===== config.mk =====
export PLATFORM = sky130hd
export DESIGN_NAME = rmst_walker
export DESIGN_NICKNAME = d
export VERILOG_FILES = /design/src/rtl/rmst_pkg.sv /design/src/rtl/rmst_max_unit.sv /design/src/rtl/rmst_walker.sv
export SDC_FILE = /design/constraint.sdc
export NUM_CORES = 1
export LEC_CHECK = 0
export BUFFER_PORTS_ARGS = -buffer_cell sky130_fd_sc_hd__buf_2
export CELL_PAD_IN_SITES_DETAIL_PLACEMENT = 0
export CELL_PAD_IN_SITES_GLOBAL_PLACEMENT = 1
export CORE_MARGIN = 1
export CORE_UTILIZATION = 52
export DETAILED_ROUTE_END_ITERATION = 8
export PLACE_DENSITY = 0.88
export SLEW_MARGIN = 40
export SYNTH_ARGS = -nofsm -noshare
export SYNTH_HDL_FRONTEND = slang
export SYNTH_HIERARCHICAL = 1
export SYNTH_SLANG_ARGS = --single-unit

===== constraint.sdc =====
create_clock -name clock -period 9.9 [get_ports clock]
set_input_delay 0 -clock clock [delete_from_list [all_inputs] [get_ports clock]]
set_output_delay 0 -clock clock [all_outputs]
set_load 0.005 [all_outputs]

===== src/rtl/rmst_pkg.sv =====
package rmst_pkg;

   localparam int DEFAULT_MAX_LEAVES = 1024;

   localparam int CSR_W       = 11;
   localparam int POS_FIELD_W = 11;
   localparam int VALUE_W     = 32;

   localparam int REQ_TDATA_W = 56;
   localparam int RSP_TDATA_W = 32;

   localparam logic [CSR_W-1:0]   LEAF_COUNT_RESET = 11'd1024;
   localparam logic [VALUE_W-1:0] VALUE_MIN        = 32'h8000_0000;

   typedef enum logic {
      CMD_ASSIGN = 1'b0,
      CMD_QUERY  = 1'b1
   } cmd_type;

   typedef enum logic [2:0] {
      ST_CLEAR,
      ST_IDLE,
      ST_WALK,
      ST_LEAF,
      ST_RD_RIGHT,
      ST_UPDATE,
      ST_RESP
   } state_type;

   typedef enum logic [1:0] {
      PH_FRESH,
      PH_RIGHT,
      PH_POST
   } phase_type;

endpackage


===== src/rtl/rmst_max_unit.sv =====
module rmst_max_unit (
   input  logic [rmst_pkg::VALUE_W-1:0] op_a,
   input  logic [rmst_pkg::VALUE_W-1:0] op_b,
   output logic [rmst_pkg::VALUE_W-1:0] larger
);

   // signed compare, ties keep the first operand
   assign larger = ($signed(op_a) >= $signed(op_b)) ? op_a : op_b;

endmodule


===== src/rtl/rmst_walker.sv =====
module rmst_walker #(
   parameter int MAX_LEAVES = rmst_pkg::DEFAULT_MAX_LEAVES,
   parameter int POS_W      = $clog2(MAX_LEAVES + 1),
   parameter int ID_W       = $clog2(MAX_LEAVES) + 1
) (
   input  logic                             clock,
   input  logic                             reset,
   input  logic [POS_W-1:0]                 n_eff,
   input  logic                             req_valid,
   output logic                             req_ready,
   input  logic                             req_cmd,
   input  logic [rmst_pkg::POS_FIELD_W-1:0] req_lo,
   input  logic [rmst_pkg::POS_FIELD_W-1:0] req_hi,
   input  logic [rmst_pkg::VALUE_W-1:0]     req_value,
   output logic                             rsp_valid,
   input  logic                             rsp_ready,
   output logic [rmst_pkg::VALUE_W-1:0]     rsp_value,
   output logic                             rsp_error,
   output logic                             mem_en,
   output logic                             mem_we,
   output logic [ID_W-1:0]                  mem_addr,
   output logic [rmst_pkg::VALUE_W-1:0]     mem_wdata,
   input  logic [rmst_pkg::VALUE_W-1:0]     mem_rdata
);

   localparam int STACK_D = ID_W;
   localparam int SP_W    = $clog2(STACK_D);

   rmst_pkg::state_type state_ff, state_in;
   logic [SP_W-1:0]     sp_ff, sp_in;
   logic [ID_W-1:0]     clr_ff, clr_in;
   logic                err_ff, err_in;
   logic                rsp_valid_ff, rsp_valid_in;

   rmst_pkg::cmd_type            cmd_ff, cmd_in;
   logic [rmst_pkg::VALUE_W-1:0] value_ff, value_in;
   logic [rmst_pkg::VALUE_W-1:0] acc_ff, acc_in;
   logic [rmst_pkg::VALUE_W-1:0] left_ff, left_in;
   logic [rmst_pkg::VALUE_W-1:0] rsp_value_ff, rsp_value_in;
   logic                         rsp_error_ff, rsp_error_in;

   // frame stack, one entry per tree level
   logic [ID_W-1:0]       stk_id_ff    [STACK_D];
   logic [POS_W-1:0]      stk_a_ff     [STACK_D];
   logic [POS_W-1:0]      stk_b_ff     [STACK_D];
   logic [POS_W-1:0]      stk_lo_ff    [STACK_D];
   logic [POS_W-1:0]      stk_hi_ff    [STACK_D];
   rmst_pkg::phase_type   stk_phase_ff [STACK_D];

   logic                  fr_we;
   logic [SP_W-1:0]       fr_idx;
   logic [ID_W-1:0]       fr_id;
   logic [POS_W-1:0]      fr_a, fr_b, fr_lo, fr_hi;
   rmst_pkg::phase_type   fr_phase;
   logic                  ph_we;
   rmst_pkg::phase_type   ph_in;
   logic                  do_pop;

   logic [ID_W-1:0]       t_id;
   logic [POS_W-1:0]      t_a, t_b, t_lo, t_hi;
   rmst_pkg::phase_type   t_phase;
   logic [POS_W:0]        span_sum;
   logic [POS_W-1:0]      mid, mid_next;
   logic [ID_W-1:0]       left_id, right_id;
   logic                  req_bad;

   logic [rmst_pkg::VALUE_W-1:0] op_a, larger;

   assign t_id    = stk_id_ff[sp_ff];
   assign t_a     = stk_a_ff[sp_ff];
   assign t_b     = stk_b_ff[sp_ff];
   assign t_lo    = stk_lo_ff[sp_ff];
   assign t_hi    = stk_hi_ff[sp_ff];
   assign t_phase = stk_phase_ff[sp_ff];

   assign span_sum = {1'b0, t_a} + {1'b0, t_b};
   assign mid      = span_sum[POS_W:1];
   assign mid_next = mid + POS_W'(1);
   assign left_id  = {t_id[ID_W-2:0], 1'b0};
   assign right_id = {t_id[ID_W-2:0], 1'b1};

   assign req_bad = (n_eff == '0) || (req_lo == '0) || (req_lo > req_hi) ||
                    (32'(req_hi) > 32'(n_eff));

   assign op_a = (state_ff == rmst_pkg::ST_UPDATE) ? left_ff : acc_ff;

   rmst_max_unit u_max (
      .op_a   (op_a),
      .op_b   (mem_rdata),
      .larger (larger)
   );

   assign req_ready = (state_ff == rmst_pkg::ST_IDLE);
   assign rsp_valid = rsp_valid_ff;
   assign rsp_value = rsp_value_ff;
   assign rsp_error = rsp_error_ff;

   always_comb begin
      state_in     = state_ff;
      sp_in        = sp_ff;
      clr_in       = clr_ff;
      err_in       = err_ff;
      cmd_in       = cmd_ff;
      value_in     = value_ff;
      acc_in       = acc_ff;
      left_in      = left_ff;
      rsp_valid_in = rsp_valid_ff && !rsp_ready;
      rsp_value_in = rsp_value_ff;
      rsp_error_in = rsp_error_ff;

      fr_we    = 1'b0;
      fr_idx   = sp_ff + 1'b1;
      fr_id    = left_id;
      fr_a     = t_a;
      fr_b     = mid;
      fr_lo    = t_lo;
      fr_hi    = t_hi;
      fr_phase = rmst_pkg::PH_FRESH;
      ph_we    = 1'b0;
      ph_in    = rmst_pkg::PH_POST;
      do_pop   = 1'b0;

      mem_en    = 1'b0;
      mem_we    = 1'b0;
      mem_addr  = t_id;
      mem_wdata = value_ff;

      case (state_ff)
         rmst_pkg::ST_CLEAR: begin
            mem_en    = 1'b1;
            mem_we    = 1'b1;
            mem_addr  = clr_ff;
            mem_wdata = '0;
            clr_in    = clr_ff + 1'b1;
            if (clr_ff == '1) begin
               state_in = rmst_pkg::ST_IDLE;
            end
         end

         rmst_pkg::ST_IDLE: begin
            if (req_valid) begin
               cmd_in   = rmst_pkg::cmd_type'(req_cmd);
               value_in = req_value;
               acc_in   = rmst_pkg::VALUE_MIN;
               if (req_bad) begin
                  err_in   = 1'b1;
                  state_in = rmst_pkg::ST_RESP;
               end else begin
                  err_in   = 1'b0;
                  fr_we    = 1'b1;
                  fr_idx   = '0;
                  fr_id    = ID_W'(1);
                  fr_a     = POS_W'(1);
                  fr_b     = n_eff;
                  fr_lo    = POS_W'(req_lo);
                  fr_hi    = POS_W'(req_hi);
                  sp_in    = '0;
                  state_in = rmst_pkg::ST_WALK;
               end
            end
         end

         rmst_pkg::ST_WALK: begin
            case (t_phase)
               rmst_pkg::PH_FRESH: begin
                  if (t_a == t_b) begin
                     mem_en = 1'b1;
                     if (cmd_ff == rmst_pkg::CMD_ASSIGN) begin
                        mem_we = 1'b1;
                        do_pop = 1'b1;
                     end else begin
                        state_in = rmst_pkg::ST_LEAF;
                     end
                  end else begin
                     fr_we = 1'b1;
                     ph_we = 1'b1;
                     sp_in = sp_ff + 1'b1;
                     if (t_hi <= mid) begin
                        ph_in = rmst_pkg::PH_POST;
                     end else if (t_lo > mid) begin
                        fr_id = right_id;
                        fr_a  = mid_next;
                        fr_b  = t_b;
                        ph_in = rmst_pkg::PH_POST;
                     end else begin
                        fr_hi = mid;
                        ph_in = rmst_pkg::PH_RIGHT;
                     end
                  end
               end

               rmst_pkg::PH_RIGHT: begin
                  fr_we = 1'b1;
                  fr_id = right_id;
                  fr_a  = mid_next;
                  fr_b  = t_b;
                  fr_lo = mid_next;
                  ph_we = 1'b1;
                  ph_in = rmst_pkg::PH_POST;
                  sp_in = sp_ff + 1'b1;
               end

               rmst_pkg::PH_POST: begin
                  if (cmd_ff == rmst_pkg::CMD_ASSIGN) begin
                     mem_en   = 1'b1;
                     mem_addr = left_id;
                     state_in = rmst_pkg::ST_RD_RIGHT;
                  end else begin
                     do_pop = 1'b1;
                  end
               end

               default: begin
                  do_pop = 1'b1;
               end
            endcase
         end

         rmst_pkg::ST_LEAF: begin
            acc_in = larger;
            do_pop = 1'b1;
         end

         rmst_pkg::ST_RD_RIGHT: begin
            left_in  = mem_rdata;
            mem_en   = 1'b1;
            mem_addr = right_id;
            state_in = rmst_pkg::ST_UPDATE;
         end

         rmst_pkg::ST_UPDATE: begin
            mem_en    = 1'b1;
            mem_we    = 1'b1;
            mem_wdata = larger;
            do_pop    = 1'b1;
         end

         rmst_pkg::ST_RESP: begin
            if (!rsp_valid_ff || rsp_ready) begin
               rsp_valid_in = 1'b1;
               rsp_error_in = err_ff;
               rsp_value_in = (err_ff || cmd_ff == rmst_pkg::CMD_ASSIGN) ? '0 : acc_ff;
               state_in     = rmst_pkg::ST_IDLE;
            end
         end

         default: begin
            state_in = rmst_pkg::ST_IDLE;
         end
      endcase

      if (do_pop) begin
         if (sp_ff == '0) begin
            state_in = rmst_pkg::ST_RESP;
         end else begin
            sp_in    = sp_ff - 1'b1;
            state_in = rmst_pkg::ST_WALK;
         end
      end
   end

   always_ff @(posedge clock) begin
      if (reset) begin
         state_ff     <= rmst_pkg::ST_CLEAR;
         sp_ff        <= '0;
         clr_ff       <= '0;
         err_ff       <= 1'b0;
         rsp_valid_ff <= 1'b0;
      end else begin
         state_ff     <= state_in;
         sp_ff        <= sp_in;
         clr_ff       <= clr_in;
         err_ff       <= err_in;
         rsp_valid_ff <= rsp_valid_in;
      end
   end

   always_ff @(posedge clock) begin
      cmd_ff       <= cmd_in;
      value_ff     <= value_in;
      acc_ff       <= acc_in;
      left_ff      <= left_in;
      rsp_value_ff <= rsp_value_in;
      rsp_error_ff <= rsp_error_in;
      if (fr_we) begin
         stk_id_ff[fr_idx]    <= fr_id;
         stk_a_ff[fr_idx]     <= fr_a;
         stk_b_ff[fr_idx]     <= fr_b;
         stk_lo_ff[fr_idx]    <= fr_lo;
         stk_hi_ff[fr_idx]    <= fr_hi;
         stk_phase_ff[fr_idx] <= fr_phase;
      end
      if (ph_we) begin
         stk_phase_ff[sp_ff] <= ph_in;
      end
   end

endmodule


==> out/qor.csv, run 1 <==
stage;metric;value;unit
run_status;status;finished, violations left;
run_status;failing checks;negative hold slack;
clocking;Clock Pin Slew Worst Setup and Hold Paths;0.06;ns
drt;vias per cell;6.25;
clocking;Num CTS Buffers;81;
setup_path;critical-path cell list;buf_4, mux4_2, mux2i_1, o21ai_0, ha_1, a21o_1, a21oi_1, nand2_1, xnor2_1, ha_1, and4_1, o21ai_0, a21oi_1, a211oi_1, a221o_1, nor3_4, buf_4, mux2i_1, o21ai_1;
placement;Final HPWL DP;55600;um
floorplanning;I/O pins;182;
pwr;switch share;34.7;%
final_layout;Fillers;4809;
floorplanning;Core Area;67300;um2
pwr;Psw;4.00;mW
setup_path;Critical Path RT;10.22;ns
drt;WL per Instance;25.5;um
drt;via count;22200;
hold_path;worst hold path type;primary input to register;
setup_path;r2r endpoint;stk_hi_ff[2][8];
setup_path;Crit Path Class;register to register;
clocking;CTS HTree Levels;3;
synth;post-synthesis net count;2547;
sta;RSZ-0062 raised after global routing;no;
synth;sequential-to-total area share from yosys stat;65.3;%
setup_path;CP arrival;7.76;ns
setup_path;reg2reg start;sp_ff[0];
setup_path;CP endpoint;stk_hi_ff[2][8];
drt;drt total wl;90500;um
pwr;clock group share of total power;25.6;%
final_layout;number of diodes;0;
floorplanning;DIE AREA;69200;um2
global_route;first-pass GRT wire length;137000;um
synth;biggest area consumer among synthesized cells;edfxtp_1;
sta;total negative setup slack;0;ns
clocking;CTS tree;built;
sta;Slew Limit Fails;0;
final_layout;commonest cells after routing, fill and taps aside;edfxtp_1 (757), buf_2 (182), nand2_1 (167), mux2i_1 (162);
setup_path;Worst Setup SP;sp_ff[0];
floorplanning;Row Count;95;
pwr;Seq pwr share;39.6;%
pwr;pwr/cell area;282;nW/um2
drt;Initial DRC Count;2364;
sta;relative slew slack;38.5;%
setup_path;Reg2Reg Setup Slack;2.47;ns
synth;flops & latches, synth;777;
clocking;number of post-CTS setup repair buffers;0;
setup_path;Slowest cell on crit path;dfxtp_4;
synth;Synth Flop Type;edfxtp_1;
sta;clock skew;0.0484;ns
drt;DRT Pass-1 Iters;6;
synth;Synth top area share;64.2;%
final_layout;final net count;2802;
drt;DRC Markers;0;
synth;share of flip-flops with an asynchronous set or reset;0;%
placement;Setup WS pre-CTS;2.27;ns
synth;largest cells by area after synthesis;edfxtp_1 (64%), mux4_2 (6.6%), mux2i_1 (4.6%), ha_1 (3.2%), nand2_1 (1.8%);
global_route;vias in the first global route;22400;
clocking;clk root buf;clkbuf_16;
global_route;largest net degree at the start of global routing;98;
pwr;Pint;7.52;mW
job;Max Cap Viol;0;
sta;final worst slack;2.47;ns
synth;Avg Inst Size Synth;15.0;um2
placement;input/output buffers;181;
global_route;gr usage total;26.1;%
floorplanning;Die X;263;um
sta;Fin. Hold Viols;11;
setup_path;critical path peak fanout;31;
pwr;Comb pwr share;34.8;%
final_layout;commonest non-fill, non-tap cell in the layout;edfxtp_1;
setup_path;Worst setup EP type;register;
clocking;clock sink count;777;
final_layout;share of cells above drive strength 1;21.8;%
setup_path;worst reg2reg path depth;19;
pwr;LEAKAGE;14.5;nW
sta;Final setup viols;0;
synth;Post-Syn Area;35400;um2
sta;crit path time final;7.43;ns
synth;cell count after synthesis;2354;
sta;Peak Freq;0.135;GHz
clocking;clk_lat worst skew;0.65;ns
setup_path;kind of start point of the critical path;register;
sta;Tightest Pin Transition;0.923;ns
final_layout;Syn-to-layout area delta;15.3;%
global_route;initial antenna violation count;0;
sta;Hold WS;-0.0141;ns
setup_path;Worst path max stage delay;0.74;ns
clocking;Max clock buf depth;3;
global_route;gr ovfl total;0;
pwr;peak supply drop;166;uV
floorplanning;Starting Density;52.7;%
synth;Ys Warns;6;
sta;period utilisation layout;75.1;%
drt;post-route ant nets;0;
synth;Synth cell types;80;
floorplanning;DIE HEIGHT;263;um
synth;Post-synth EDFFs;757;
placement;gp weighted congestion;0.882;
[kinds of logic (layout without fill, tap and decap cells)]
group	after synthesis	count (layout)	share of synthesized area (%)
buf+inv	216	534	2.76
flops	777	777	65.3
fa+ha+maj	91	91	3.24
compound gates	413	413	7.60
xor+xnor	24	24	0.593
simple gates	496	496	6.74
mux	337	337	13.8
[worst min-delay path by stage]
| stage | startpoint | slack, ns | endpoint | cells after the start |
|---|---|---|---|---|
| CTS | req_lo[9] | 0.05 | stk_lo_ff[10][9] | 3 |
| floorplan | req_cmd | 0.1 | cmd_ff | 0 |
| finish | n_eff[5] | -0.01 | stk_b_ff[4][5] | 3 |
| detailed placement | req_value[26] | 0.18 | value_ff[26] | 1 |
| global placement | req_value[2] | 0.18 | value_ff[2] | 1 |
| global route | n_eff[5] | 0.0004 | stk_b_ff[4][5] | 3 |
[state kept, by name, indices dropped and copies added, names as in the netlist, 32 cells and up]
signal     cells
rsp_value     32
left_ff       32
stk_hi_ff    121
value_ff      32
stk_id_ff    121
stk_b_ff     121
stk_lo_ff    121
acc_ff        32
stk_a_ff     121
[metal layers]
| metal | GRT usage, % | vias up | wire length, um |
|---|---|---|---|
| met1 | 34.6 | 11200 | 36000 |
| met5 | 0 | - | 0 |
| met3 | 4.75 | 178 | 7660 |
| met2 | 43.7 | 1124 | 44500 |
| li1 | - | 9687 | - |
| met4 | 8.31 | 0 | 2430 |
[worst max-delay path: cells and delay by family, from the launching register on]
kind | cells | cell delay [ns]
AOI/OAI and AO/OA | 8 | 2.06
and+or+nand+nor | 3 | 1.11
buffers and inverters | 2 | 0.96
muxes | 3 | 0.80
DFF | 1 | 0.74
adders and majority gates | 2 | 0.74
xor gates and xnor gates | 1 | 0.65
[power groups by stage]
stage | clock (mW) | combinational [mW] | sequential [mW]
after CTS | 2.99 | 3.92 | 4.57
after floorplan | 0 | 2.65 | 4.57
after global placement | 0 | 3.72 | 4.62
after detailed placement | 0 | 3.88 | 4.63
final | 2.95 | 4.02 | 4.56
after global routing | 3.11 | 4.32 | 4.58
[final cells by class]
class	instances	area, um2	area share, %
flip-flops and latches	777	23100	56.7
clock buffers	100	2160	5.30
multi-input cells	1361	11500	28.2
well taps	873	1090	2.68
repair buffers	307	2210	5.42
clock inverters	46	400	0.981
inverters	81	307	0.751
[repair_timing]
| action | in CTS | in global routing |
|---|---|---|
| hold endpoints to repair | 117 | 0 |
| gates resized for setup | 0 | 0 |
| hold buffers | 70 | 0 |
| setup endpoints to repair | 0 | 0 |
[cell usage after synthesis, types with 18 or more instances]
library cell,number
mux2_4,30
o221ai_1,18
nor2_1,112
o21ai_0,103
buf_2,21
inv_1,80
and3_1,43
a21oi_1,102
nand2_1,167
o211ai_1,41
mux2_2,38
ha_1,90
dfxtp_1,20
clkbuf_1,79
edfxtp_1,757
nor3_1,30
and2_1,40
mux4_2,104
a22o_1,32
mux2i_1,162
[metrics by stage]
stage / util, % / cell area (um2) / hold slack [ns] / total power [mW] / std cells
finish: 60.7 / 40800 / -0.0141 / 11.5 / 3545
global route: 60.7 / 40800 / 0.000389 / 12.0 / 3545
CTS: 60.6 / 40800 / 0.0451 / 11.5 / 3545
detailed placement: 55.8 / 37500 / 0.178 / 8.51 / 3329
global placement: 55.4 / 37200 / 0.177 / 8.34 / 3319
floorplan: - / 35400 / 0.0989 / 7.22 / 2354
Note: power is estimated with default switching activity, not from simulation.
==> run 2: changes to the inputs <==
CORE_UTILIZATION = 47   (was 52)
PLACE_DENSITY = 0.84   (was 0.88)
clock period = 6.76 ns   (was 9.9 ns; I/O delays follow)
==> out/qor.csv, run 2 (same netlist as run 1, synthesis figures left out) <==
stage;metric;value;unit;change
sta;clock skew;0.0329;ns;was 0.0484 ns
final_layout;commonest cells after routing, fill and taps aside;edfxtp_1 (757), buf_2 (181), nand2_1 (167), mux2i_1 (162), mux4_2 (104);;was edfxtp_1 (757), buf_2 (182), nand2_1 (167), mux2i_1 (162)
floorplanning;DIE AREA;76500;um2;was 69200 um2
sta;Fin. Hold Viols;4;;was 11
final_layout;number of diodes;0;;unchanged
pwr;peak supply drop;281;uV;was 166 uV
final_layout;final net count;2833;;was 2802
placement;Setup WS pre-CTS;-0.0247;ns;was 2.27 ns
sta;Peak Freq;0.159;GHz;was 0.135 GHz
setup_path;Critical Path RT;7.07;ns;was 10.22 ns
setup_path;Crit Path Class;register to register;;unchanged
drt;DRC Markers;0;;unchanged
final_layout;commonest non-fill, non-tap cell in the layout;edfxtp_1;;unchanged
drt;post-route ant nets;0;;unchanged
sta;Slew Limit Fails;0;;unchanged
floorplanning;Row Count;100;;was 95
drt;WL per Instance;24.1;um;was 25.5 um
drt;DRT Pass-1 Iters;6;;unchanged
job;Max Cap Viol;0;;unchanged
clocking;Max clock buf depth;3;;unchanged
clocking;Clock Pin Slew Worst Setup and Hold Paths;0.06;ns;about the same
floorplanning;I/O pins;182;;unchanged
placement;input/output buffers;181;;unchanged
clocking;clock sink count;777;;unchanged
sta;final worst slack;0.452;ns;was 2.47 ns
clocking;clk_lat worst skew;0.64;ns;was 0.65 ns
run_status;failing checks;negative hold slack;;unchanged
setup_path;critical path peak fanout;29;;was 31
global_route;gr usage total;22.9;%;was 26.1%
floorplanning;Core Area;74400;um2;was 67300 um2
sta;RSZ-0062 raised after global routing;no;;unchanged
drt;drt total wl;88600;um;was 90500 um
sta;Hold WS;-0.00389;ns;was -0.0141 ns
final_layout;Fillers;5738;;was 4809
setup_path;Worst setup EP type;register;;unchanged
drt;vias per cell;5.98;;was 6.25
global_route;first-pass GRT wire length;133000;um;was 137000 um
final_layout;fin util;55.6;%;was 60.7%
hold_path;worst hold path type;primary input to register;;unchanged
global_route;initial antenna violation count;1;;was 0
setup_path;CP arrival;6.62;ns;was 7.76 ns
final_layout;share of cells above drive strength 1;23.0;%;was 21.8%
placement;gp weighted congestion;0.932;;was 0.882
sta;crit path time final;6.31;ns;was 7.43 ns
setup_path;kind of start point of the critical path;register;;unchanged
global_route;gr ovfl total;0;;unchanged
clocking;CTS HTree Levels;3;;unchanged
drt;Initial DRC Count;2242;;was 2364
run_status;status;finished, violations left;;unchanged
sta;relative slew slack;43.5;%;was 38.5%
clocking;Num CTS Buffers;82;;was 81
floorplanning;Starting Density;47.6;%;was 52.7%
sta;Final setup viols;0;;unchanged
drt;via count;22000;;was 22200
pwr;pwr/cell area;415;nW/um2;was 282 nW/um2
global_route;largest net degree at the start of global routing;95;;was 98
clocking;CTS tree;built;;unchanged
floorplanning;DIE HEIGHT;277;um;was 263 um
floorplanning;Die X;277;um;was 263 um
pwr;LEAKAGE;14.7;nW;was 14.5 nW
clocking;clk root buf;clkbuf_16;;unchanged
placement;Final HPWL DP;55500;um;was 55600 um
global_route;vias in the first global route;22100;;was 22400
sta;Tightest Pin Transition;0.848;ns;was 0.923 ns
sta;period utilisation layout;93.3;%;was 75.1%
final_layout;Syn-to-layout area delta;16.8;%;was 15.3%
## run 2: cell count changes in the layout (fill, tap and decap cells not counted), sizes merged
cell         previous run  this run
clkbuf                100       107
buf                   237       269
inv                    85        89
bufinv                  5         9
clkinvlp                4         1
dlygate4sd3            70        68
clkinv                 33        29
## run 2: timing repair
action,in CTS,in global routing
resized for setup,2,4
hold buffers,68,0
endpoints found under the setup margin,22,275
hold endpoints to repair,117,0
pin swaps,0,0
buffers inserted,0,1
## run 2: cell type report
class,count,area (um2),share of cell area [%]
flip-flops and latches,777,23100,55.9
multi-input cells,1361,11500,27.9
repair buffers,337,2480,6.00
clock buffers,107,2200,5.31
well taps,969,1210,2.93
clock inverters,47,487,1.18
inverters,81,304,0.735
## run 2: critical path: stages (launching register included)
cell      delay [ns]
dfxtp_4         0.62
buf_4           0.55
mux4_2          0.58
mux2i_1         0.16
o21ai_0         0.20
ha_1            0.53
and3_1          0.32
nand2_1         0.08
a21oi_1         0.24
o211ai_4        0.17
ha_1            0.33
nand3_1         0.11
nor2_1          0.12
nand4_1         0.13
mux2_2          0.28
nand2_1         0.08
a221o_1         0.33
nor2_2          0.11
buf_4           0.18
a211o_1         0.28
o22ai_1         0.57
## run 2: final timing paths
kind,end,depth (start not counted),slack [ns],startpoint
setup / recovery,stk_a_ff[3][9],20,0.45,sp_ff[0]
hold / removal,stk_b_ff[9][3],3,-0.004,n_eff[3]
setup reg to reg,stk_a_ff[3][9],20,0.45,sp_ff[0]
hold reg to reg,rsp_error,0,0.46,err_ff
## run 2: report_power, final
group          switching (mW)  total [mW]  internal (mW)
Clock                    1.85        4.50           2.65
Combinational            3.87        5.99           2.12
Sequential              0.120        6.66           6.54
## run 2: per-layer routing
| layer | global-route usage [%] | part of all wire, % | routed length (um) | up-vias |
|---|---|---|---|---|
| li1 | - | - | - | 9744 |
| met1 | 30.2 | 41 | 36300 | 11100 |
| met2 | 37.7 | 48 | 42600 | 971 |
| met3 | 4.17 | 7.6 | 6720 | 184 |
| met4 | 9.07 | 3.3 | 2950 | 0 |
| met5 | 0 | 0 | 0 | - |
## run 2: stage by stage
stage / TNS [ns] / area (um2) / std cells / power, mW
2_1_floorplan: -8.08 / 35400 / 2354 / 10.6
3_3_place_gp: 0 / 37900 / 3455 / 12.4
3_5_place_dp: -0.297 / 37900 / 3456 / 12.6
4_1_cts: 0 / 41300 / 3678 / 17.1
5_1_grt: 0 / 41400 / 3679 / 17.9
6_report: 0 / 41400 / 3679 / 17.2
